==> src/design/sc2h_pkg.sv <==
package sc2h_pkg;

  // Scan code constants
  localparam logic [7:0] PfxExt     = 8'hE0;
  localparam logic [7:0] PfxPause   = 8'hE1;
  localparam int unsigned RelBit    = 7;
  localparam logic [7:0] PauseUsage = 8'h48;

  // Output item layout
  localparam int unsigned UsageW   = 8;
  localparam int unsigned MapW     = 256;
  localparam int unsigned OutUsedW = UsageW + 1 + MapW;
  localparam int unsigned OutDataW = ((OutUsedW + 7) / 8) * 8;

  // Prefix tracking states of the front end
  typedef enum logic [1:0] {
    FS_IDLE,
    FS_EXT,
    FS_PAUSE1,
    FS_PAUSE2
  } front_state_e;

  // Classified key code passed from front to back
  typedef struct packed {
    logic       pause;    // E1 sequence, fixed pause usage
    logic [7:0] rom_idx;  // translation table index
    logic       pressed;
  } code_t;

  // Set-1 to HID usage table: low half plain codes, upper half E0 codes
  localparam logic [7:0] UsageRom [256] = '{
    8'h00,8'h29,8'h1e,8'h1f,8'h20,8'h21,8'h22,8'h23,8'h24,8'h25,8'h26,8'h27,8'h2d,8'h2e,8'h2a,8'h2b,
    8'h14,8'h1a,8'h08,8'h15,8'h17,8'h1c,8'h18,8'h0c,8'h12,8'h13,8'h2f,8'h30,8'h28,8'he0,8'h04,8'h16,
    8'h07,8'h09,8'h0a,8'h0b,8'h0d,8'h0e,8'h0f,8'h33,8'h34,8'h35,8'he1,8'h31,8'h1d,8'h1b,8'h06,8'h19,
    8'h05,8'h11,8'h10,8'h36,8'h37,8'h38,8'he5,8'h55,8'he2,8'h2c,8'h39,8'h3a,8'h3b,8'h3c,8'h3d,8'h3e,
    8'h3f,8'h40,8'h41,8'h42,8'h43,8'h53,8'h47,8'h5f,8'h60,8'h61,8'h56,8'h5c,8'h5d,8'h5e,8'h57,8'h59,
    8'h5a,8'h5b,8'h62,8'h63,8'h00,8'h00,8'h64,8'h44,8'h45,8'h67,8'h00,8'h00,8'h8c,8'h68,8'h69,8'h6a,
    8'h00,8'h00,8'h00,8'h00,8'h00,8'h00,8'h00,8'h00,8'h00,8'h00,8'h00,8'h00,8'h00,8'h00,8'h00,8'h00,
    8'h88,8'h00,8'h00,8'h87,8'h00,8'h00,8'h94,8'h93,8'h92,8'h8a,8'h00,8'h8b,8'h00,8'h89,8'h85,8'h00,
    8'h00,8'h00,8'h00,8'h00,8'h00,8'h00,8'h00,8'h00,8'h00,8'h00,8'h00,8'h00,8'h00,8'h00,8'h00,8'h00,
    8'h00,8'h00,8'h00,8'h00,8'h00,8'h00,8'h00,8'h00,8'h00,8'h00,8'h00,8'h00,8'h58,8'he4,8'h00,8'h00,
    8'h00,8'h00,8'h00,8'h00,8'h00,8'h00,8'h00,8'h00,8'h00,8'h00,8'h00,8'h00,8'h00,8'h00,8'h00,8'h00,
    8'h00,8'h00,8'h00,8'h00,8'h00,8'h54,8'h00,8'h46,8'he6,8'h00,8'h00,8'h00,8'h00,8'h00,8'h00,8'h00,
    8'h00,8'h00,8'h00,8'h00,8'h00,8'h00,8'h48,8'h4a,8'h52,8'h4b,8'h00,8'h50,8'h00,8'h4f,8'h00,8'h4d,
    8'h51,8'h4e,8'h49,8'h4c,8'h00,8'h00,8'h00,8'h00,8'h00,8'h00,8'h00,8'he3,8'he7,8'h65,8'h00,8'h00,
    8'h00,8'h00,8'h00,8'h00,8'h00,8'h00,8'h00,8'h00,8'h00,8'h00,8'h00,8'h00,8'h00,8'h00,8'h00,8'h00,
    8'h00,8'h00,8'h00,8'h00,8'h00,8'h00,8'h00,8'h00,8'h00,8'h00,8'h00,8'h00,8'h00,8'h00,8'h00,8'h00
  };

endpackage

==> src/design/sc2h_front.sv <==
module sc2h_front (
  input  logic            clk_i,
  input  logic            rst_ni,
  input  logic            byte_valid_i,
  output logic            byte_ready_o,
  input  logic [7:0]      byte_i,
  output logic            code_valid_o,
  input  logic            code_ready_i,
  output sc2h_pkg::code_t code_o
);
  import sc2h_pkg::*;

  front_state_e state_q, state_d;
  logic         pause_rel_q, pause_rel_d;
  logic         accept;

  // A byte is taken whenever the queue has room for a possible code
  assign byte_ready_o = code_ready_i;
  assign accept       = byte_valid_i && code_ready_i;

  // State registers
  always_ff @(posedge clk_i or negedge rst_ni) begin
    if (!rst_ni) begin
      state_q     <= FS_IDLE;
      pause_rel_q <= 1'b0;
    end else begin
      state_q     <= state_d;
      pause_rel_q <= pause_rel_d;
    end
  end

  // Prefix tracking and code classification
  always_comb begin
    state_d      = state_q;
    pause_rel_d  = pause_rel_q;
    code_valid_o = 1'b0;
    code_o       = '{pause: 1'b0, rom_idx: {1'b0, byte_i[6:0]}, pressed: !byte_i[RelBit]};
    if (accept) begin
      case (state_q)
        FS_IDLE: begin
          if (byte_i == PfxExt) begin
            state_d = FS_EXT;
          end else if (byte_i == PfxPause) begin
            state_d = FS_PAUSE1;
          end else begin
            code_valid_o = 1'b1;
          end
        end
        FS_EXT: begin
          code_o.rom_idx = {1'b1, byte_i[6:0]};
          code_valid_o   = 1'b1;
          state_d        = FS_IDLE;
        end
        FS_PAUSE1: begin
          pause_rel_d = byte_i[RelBit];
          state_d     = FS_PAUSE2;
        end
        FS_PAUSE2: begin
          code_o.pause   = 1'b1;
          code_o.pressed = !pause_rel_q;
          code_valid_o   = 1'b1;
          state_d        = FS_IDLE;
        end
        default: begin
          state_d = FS_IDLE;
        end
      endcase
    end
  end

endmodule

==> src/design/sc2h_fifo.sv <==
module sc2h_fifo (
  input  logic            clk_i,
  input  logic            rst_ni,
  input  logic            push_valid_i,
  output logic            push_ready_o,
  input  sc2h_pkg::code_t push_data_i,
  output logic            pop_valid_o,
  input  logic            pop_ready_i,
  output sc2h_pkg::code_t pop_data_o
);
  import sc2h_pkg::*;

  // Two-slot queue between classifier and map update
  code_t      slot_q [2];
  logic       wr_ptr_q, rd_ptr_q;
  logic [1:0] count_q;
  logic       push, pop;

  assign push_ready_o = (count_q != 2'd2);
  assign pop_valid_o  = (count_q != 2'd0);
  assign push         = push_valid_i && push_ready_o;
  assign pop          = pop_valid_o && pop_ready_i;
  assign pop_data_o   = slot_q[rd_ptr_q];

  // Pointers and fill count
  always_ff @(posedge clk_i or negedge rst_ni) begin
    if (!rst_ni) begin
      wr_ptr_q <= 1'b0;
      rd_ptr_q <= 1'b0;
      count_q  <= 2'd0;
    end else begin
      if (push) wr_ptr_q <= !wr_ptr_q;
      if (pop)  rd_ptr_q <= !rd_ptr_q;
      if (push && !pop) begin
        count_q <= count_q + 2'd1;
      end else if (pop && !push) begin
        count_q <= count_q - 2'd1;
      end
    end
  end

  // Payload slots
  always_ff @(posedge clk_i) begin
    if (push) slot_q[wr_ptr_q] <= push_data_i;
  end

endmodule

==> src/design/sc2h_back.sv <==
module sc2h_back (
  input  logic                            clk_i,
  input  logic                            rst_ni,
  input  logic                            code_valid_i,
  output logic                            code_ready_o,
  input  sc2h_pkg::code_t                 code_i,
  output logic                            out_valid_o,
  input  logic                            out_ready_i,
  output logic [sc2h_pkg::OutDataW-1:0]   out_data_o
);
  import sc2h_pkg::*;

  logic [MapW-1:0]   map_q, map_d;
  logic              valid_q, valid_d;
  logic [UsageW-1:0] usage_q, usage_w;
  logic              pressed_q;
  logic [MapW-1:0]   usage_bit;
  logic              take;

  // Output register frees when empty or being drained
  assign code_ready_o = !valid_q || out_ready_i;
  assign take         = code_valid_i && code_ready_o;

  // Table lookup and map update
  assign usage_w   = code_i.pause ? PauseUsage : UsageRom[code_i.rom_idx];
  assign usage_bit = MapW'(1) << usage_w;
  assign map_d     = code_i.pressed ? (map_q | usage_bit) : (map_q & ~usage_bit);

  always_comb begin
    valid_d = valid_q;
    if (take) begin
      valid_d = 1'b1;
    end else if (out_ready_i) begin
      valid_d = 1'b0;
    end
  end

  // Control and held-key map
  always_ff @(posedge clk_i or negedge rst_ni) begin
    if (!rst_ni) begin
      valid_q <= 1'b0;
      map_q   <= '0;
    end else begin
      valid_q <= valid_d;
      if (take) map_q <= map_d;
    end
  end

  // Result payload
  always_ff @(posedge clk_i) begin
    if (take) begin
      usage_q   <= usage_w;
      pressed_q <= code_i.pressed;
    end
  end

  assign out_valid_o = valid_q;
  assign out_data_o  = {(OutDataW - OutUsedW)'(0), map_q, pressed_q, usage_q};

endmodule

==> src/design/scancode_set1_to_hid_key_tracker_core.sv <==
// Scan code set 1 to HID usage translator with a 256-key held map.
// Input stream (s_axis): one keyboard byte per item. E0 and E1 prefix bytes
// are absorbed and produce no result; the completing byte of a code does.
// Output stream (m_axis): one item per completed code with the HID usage,
// the press flag and the whole held-key map after the update.
// Path: a completing byte enters the two-slot code queue at the accepting
// edge and moves on into the output register before it shows up on m_axis.
// Throughput: one byte per cycle while the code queue has room; the table
// lookup and map update in the back end are combinational.
// Reset: the prefix tracker goes idle, the queue empties, the output valid
// drops and the held map clears to no keys held.
// Stall: while m_axis_tready is low the output item holds; the front keeps
// taking bytes until the queue fills, then drops s_axis_tready.
module scancode_set1_to_hid_key_tracker_core (
  input  logic                            clk_i,
  input  logic                            rst_ni,
  input  logic                            s_axis_tvalid,
  output logic                            s_axis_tready,
  input  logic [7:0]                      s_axis_tdata,  // [7:0] scan_byte
  output logic                            m_axis_tvalid,
  input  logic                            m_axis_tready,
  // [7:0] usage_code, [8] pressed, [72:9] held_keys_0, [136:73] held_keys_1,
  // [200:137] held_keys_2, [264:201] held_keys_3, [271:265] zero
  output logic [sc2h_pkg::OutDataW-1:0]   m_axis_tdata
);
  import sc2h_pkg::*;

  logic  fr_valid, fr_ready;
  code_t fr_code;
  logic  bk_valid, bk_ready;
  code_t bk_code;

  // Prefix tracking and classification
  sc2h_front u_front (
    .clk_i        (clk_i),
    .rst_ni       (rst_ni),
    .byte_valid_i (s_axis_tvalid),
    .byte_ready_o (s_axis_tready),
    .byte_i       (s_axis_tdata),
    .code_valid_o (fr_valid),
    .code_ready_i (fr_ready),
    .code_o       (fr_code)
  );

  // Code queue
  sc2h_fifo u_fifo (
    .clk_i        (clk_i),
    .rst_ni       (rst_ni),
    .push_valid_i (fr_valid),
    .push_ready_o (fr_ready),
    .push_data_i  (fr_code),
    .pop_valid_o  (bk_valid),
    .pop_ready_i  (bk_ready),
    .pop_data_o   (bk_code)
  );

  // Translation and held map
  sc2h_back u_back (
    .clk_i        (clk_i),
    .rst_ni       (rst_ni),
    .code_valid_i (bk_valid),
    .code_ready_o (bk_ready),
    .code_i       (bk_code),
    .out_valid_o  (m_axis_tvalid),
    .out_ready_i  (m_axis_tready),
    .out_data_o   (m_axis_tdata)
  );

endmodule

==> config.mk <==
export PLATFORM = sky130hd
export DESIGN_NAME = scancode_set1_to_hid_key_tracker_core
export DESIGN_NICKNAME = d
export VERILOG_FILES = /design/src/design/sc2h_pkg.sv /design/src/design/sc2h_front.sv /design/src/design/sc2h_fifo.sv /design/src/design/sc2h_back.sv /design/src/design/scancode_set1_to_hid_key_tracker_core.sv
export SDC_FILE = /design/constraint.sdc
export NUM_CORES = 1
export LEC_CHECK = 0
export BUFFER_PORTS_ARGS = -buffer_cell sky130_fd_sc_hd__buf_2
export CELL_PAD_IN_SITES_DETAIL_PLACEMENT = 0
export CELL_PAD_IN_SITES_GLOBAL_PLACEMENT = 1
export CORE_ASPECT_RATIO = 1.5
export CORE_MARGIN = 2
export CORE_UTILIZATION = 43
export CTS_BUF_LIST = sky130_fd_sc_hd__clkbuf_16
export DETAILED_ROUTE_END_ITERATION = 10
export GPL_ROUTABILITY_DRIVEN = 0
export PLACE_DENSITY = 0.89
export SYNTH_ARGS = -nofsm -noshare
export SYNTH_HDL_FRONTEND = slang
export SYNTH_HIERARCHICAL = 1
export SYNTH_SLANG_ARGS = --single-unit
export TNS_END_PERCENT = 1
==> constraint.sdc <==
create_clock -name clk_i -period 4.5 [get_ports clk_i]
set_input_delay 0.675 -clock clk_i [delete_from_list [all_inputs] [get_ports clk_i]]
set_output_delay 0.675 -clock clk_i [all_outputs]
set_load 0.02 [all_outputs]
==> flow_summary.json <==
{
  "clock_power_share": 0.211,
  "drt_pass1_iterations": 6,
  "floorplan.die.height_um": 226,
  "area_growth_pct": 19.2,
  "pwr_density_cell_nw_per_um2": 634,
  "post-route-period-util": 0.953,
  "ctsLongestPathBuffers": 3,
  "dr_total_vias": 10700,
  "synth_cells": 1253,
  "fmax_ghz": 0.233,
  "tns_ns": 0,
  "placementRows": 81,
  "timing_max_transition_violations_final": 0,
  "timing.slew.headroom": 0.352,
  "number_of_cts_inserted_buffers": 28,
  "dpl.cell_count": 1881,
  "layout_min_cycle_time_ns": 4.29,
  "globalRouteTotalUtil": 0.228,
  "synth.yosys.seq_area_share": 0.530,
  "count_of_boundary_i_o_pins": 286,
  "switching_share": 0.437,
  "ys_ff_latch": 293,
  "hold_violations": 0,
  "setup.worst_path.end_class": "flop",
  "synth.area.top_cells": "dfrtp_1 (47%), mux2_1 (15%), edfxtp_1 (6.2%), nor2_1 (4.3%), mux2_2 (4.0%)",
  "grt_setup_unrepaired": "false",
  "fin_util": 0.519,
  "reg2reg_slack_ns": 0.21,
  "power.share.combinational": 0.465,
  "max_fo_critical_path": 13,
  "largest_family_of_logic_cells_by_synthesized_area": "multiplexers",
  "syn-mean-instance-area_sq_um": 11.3,
  "die-area_sq_um": 34300,
  "netlist.top_cell.by_area": "dfrtp_1",
  "place.detailed.hpwl_mm": 28.3,
  "globalRouteOverflowTotal": 0,
  "multiplexer_share_of_the_synthesized_area": 0.200,
  "yosys.area.top_type_share": 0.468,
  "drc_errors": 0,
  "synth_edf_count": 29,
  "final.setup_skew_ns": 0.0206,
  "core-area_sq_um": 32400,
  "critical_path_arrival_ns": 4.73,
  "antenna_found_initial": 0,
  "htree_levels": 1,
  "port_buffers": 278,
  "num_antenna_cells": 0,
  "p_seq_frac": 0.324,
  "worstHoldPathType": "in2async",
  "cap_viol_max_count": 0,
  "pin_count_of_the_biggest_net_entering_global_routing": 130,
  "post_synth_xor_area_fraction": 0.00310,
  "cellLeakagePower_nw": 8.65,
  "r2r.worst_path.cells": 13,
  "synth-compound-area-share": 0.0713,
  "power_switching_mw": 4.66,
  "dieWidth_um": 152,
  "dominantRegCellSynth": "dfrtp_1",
  "timing.critical_path.required_ns": 4.95,
  "cts.root.buffer_cell": "clkbuf_16",
  "ys_types": 92,
  "worst_ir_drop_vdd_mv": 0.363,
  "clock_insertion_delay_worst_skew_ns": 0.57,
  "async_flop_share": 0.901,
  "path_clk_slew_ns": 0.06,
  "finalNonFillerCells": 1929,
  "nNetsFinal": 1522,
  "wl_per_cell_um": 20.9,
  "whs_ns": 0.232,
  "most-common-layout-cells": "buf_2 (277), dfrtp_1 (264), mux2_1 (190)",
  "crit-reg2reg-launch": "u_fifo/rd_ptr_q$_DFFE_PN0P_",
  "cts_tree": "built",
  "cts_sinks": 293,
  "internal-power_mw": 6.00,
  "cts_resized": 0,
  "syn-cell-area_sq_um": 14100,
  "synth-warning-count": 6,
  "grt_first_pass_wirelength_mm": 62.1,
  "startpoint_type": "flop",
  "via_per_inst": 5.52,
  "postRouteWirelength_mm": 40.3,
  "simple_gate_portion_of_the_synthesized_area": 0.136,
  "first_global_vias": 10600,
  "setup_repair_bufs_after_cts": 0,
  "first_iter_violations": 1075,
  "run_status": "complete, no violations",
  "drive_gt1_frac": 0.296,
  "synth_fa_ha_area_frac": 0.0124,
  "postRouteAntennaNets": 0,
  "leading_cell_type_in_the_layout_fill_and_taps_excluded": "buf_2",
  "worstMarginPinSlew_ns": 0.972,
  "critical_path_class": "reg2reg",
  "cts_hold_buf": 0,
  "setup_viol": 0,
  "initial_core_util": 0.435
}
area by class of cell:
cell class / instances / area (sq um)
clock buffers: 28 / 701
well taps: 415 / 519
inverters: 20 / 77.6
fillers: 2933 / 15600
flip-flops and latches: 293 / 7480
multi-input cells: 820 / 6000
clock inverters: 20 / 158
repair buffers: 333 / 1890
per-layer routing:
metal  global-route usage  wire, um
met4                0.122      2350
met3               0.0399      2670
met2                0.397     20200
met1                0.271     15100
met5                    0         0
worst max-delay path by stage:
stage | start | to | depth (start not counted)
2_1_floorplan | u_fifo/rd_ptr_q$_DFFE_PN0P_ | flop | 14
3_3_place_gp | u_fifo/rd_ptr_q$_DFFE_PN0P_ | flop | 13
3_5_place_dp | u_fifo/rd_ptr_q$_DFFE_PN0P_ | flop | 13
4_1_cts | u_fifo/rd_ptr_q$_DFFE_PN0P_ | flop | 13
5_1_grt | u_fifo/rd_ptr_q$_DFFE_PN0P_ | flop | 12
6_report | u_fifo/rd_ptr_q$_DFFE_PN0P_ | flop | 13
kinds of logic after synthesis:
family	Yosys count
DFF	293
AOI/OAI and AO/OA	133
other	1
and+or+nand+nor	411
buffers and inverters	146
xor gates and xnor gates	5
muxes	250
adders and majority gates	14
stage by stage:
step,cell area [sq um],setup WS [ns],power [mW]
2_1_floorplan,14100,0.612,6.63
3_3_place_gp,16000,0.303,8.32
3_5_place_dp,16000,0.277,8.39
4_1_cts,16800,0.273,10.7
5_1_grt,16800,0.0159,11.2
6_report,16800,0.213,10.7
Yosys cell counts (12+ instances only):
cell type / n
mux2_1: 190
buf_4: 20
buf_2: 27
nand2_1: 139
clkbuf_1: 76
nand3_1: 14
mux2_2: 50
nor2b_1: 16
edfxtp_1: 29
dfrtp_1: 264
nand2b_1: 23
a21oi_1: 15
a211oi_1: 12
nor2_1: 160
o21ai_0: 16
inv_1: 16
ha_1: 14
worst max-delay path, stage by stage (launching register included):
cell	delay [ns]
dfrtp_1	0.37
mux2_2	0.46
inv_1	0.25
ha_1	0.49
nand2b_1	0.12
buf_4	0.17
o221ai_1	0.28
a21oi_1	0.14
a32oi_1	0.31
buf_4	0.24
nor2b_1	0.43
nand2_1	0.33
nor2_1	0.23
mux2_2	0.35
power by group through the flow:
stage / registers [mW] / logic [mW] / clock network [mW]
3_5_place_dp: 3.50 / 4.89 / 0
5_1_grt: 3.51 / 5.29 / 2.42
6_report: 3.45 / 4.96 / 2.25
3_3_place_gp: 3.47 / 4.85 / 0
4_1_cts: 3.45 / 4.91 / 2.31
2_1_floorplan: 4.00 / 2.63 / 0
(Power assumes the default switching activity.)
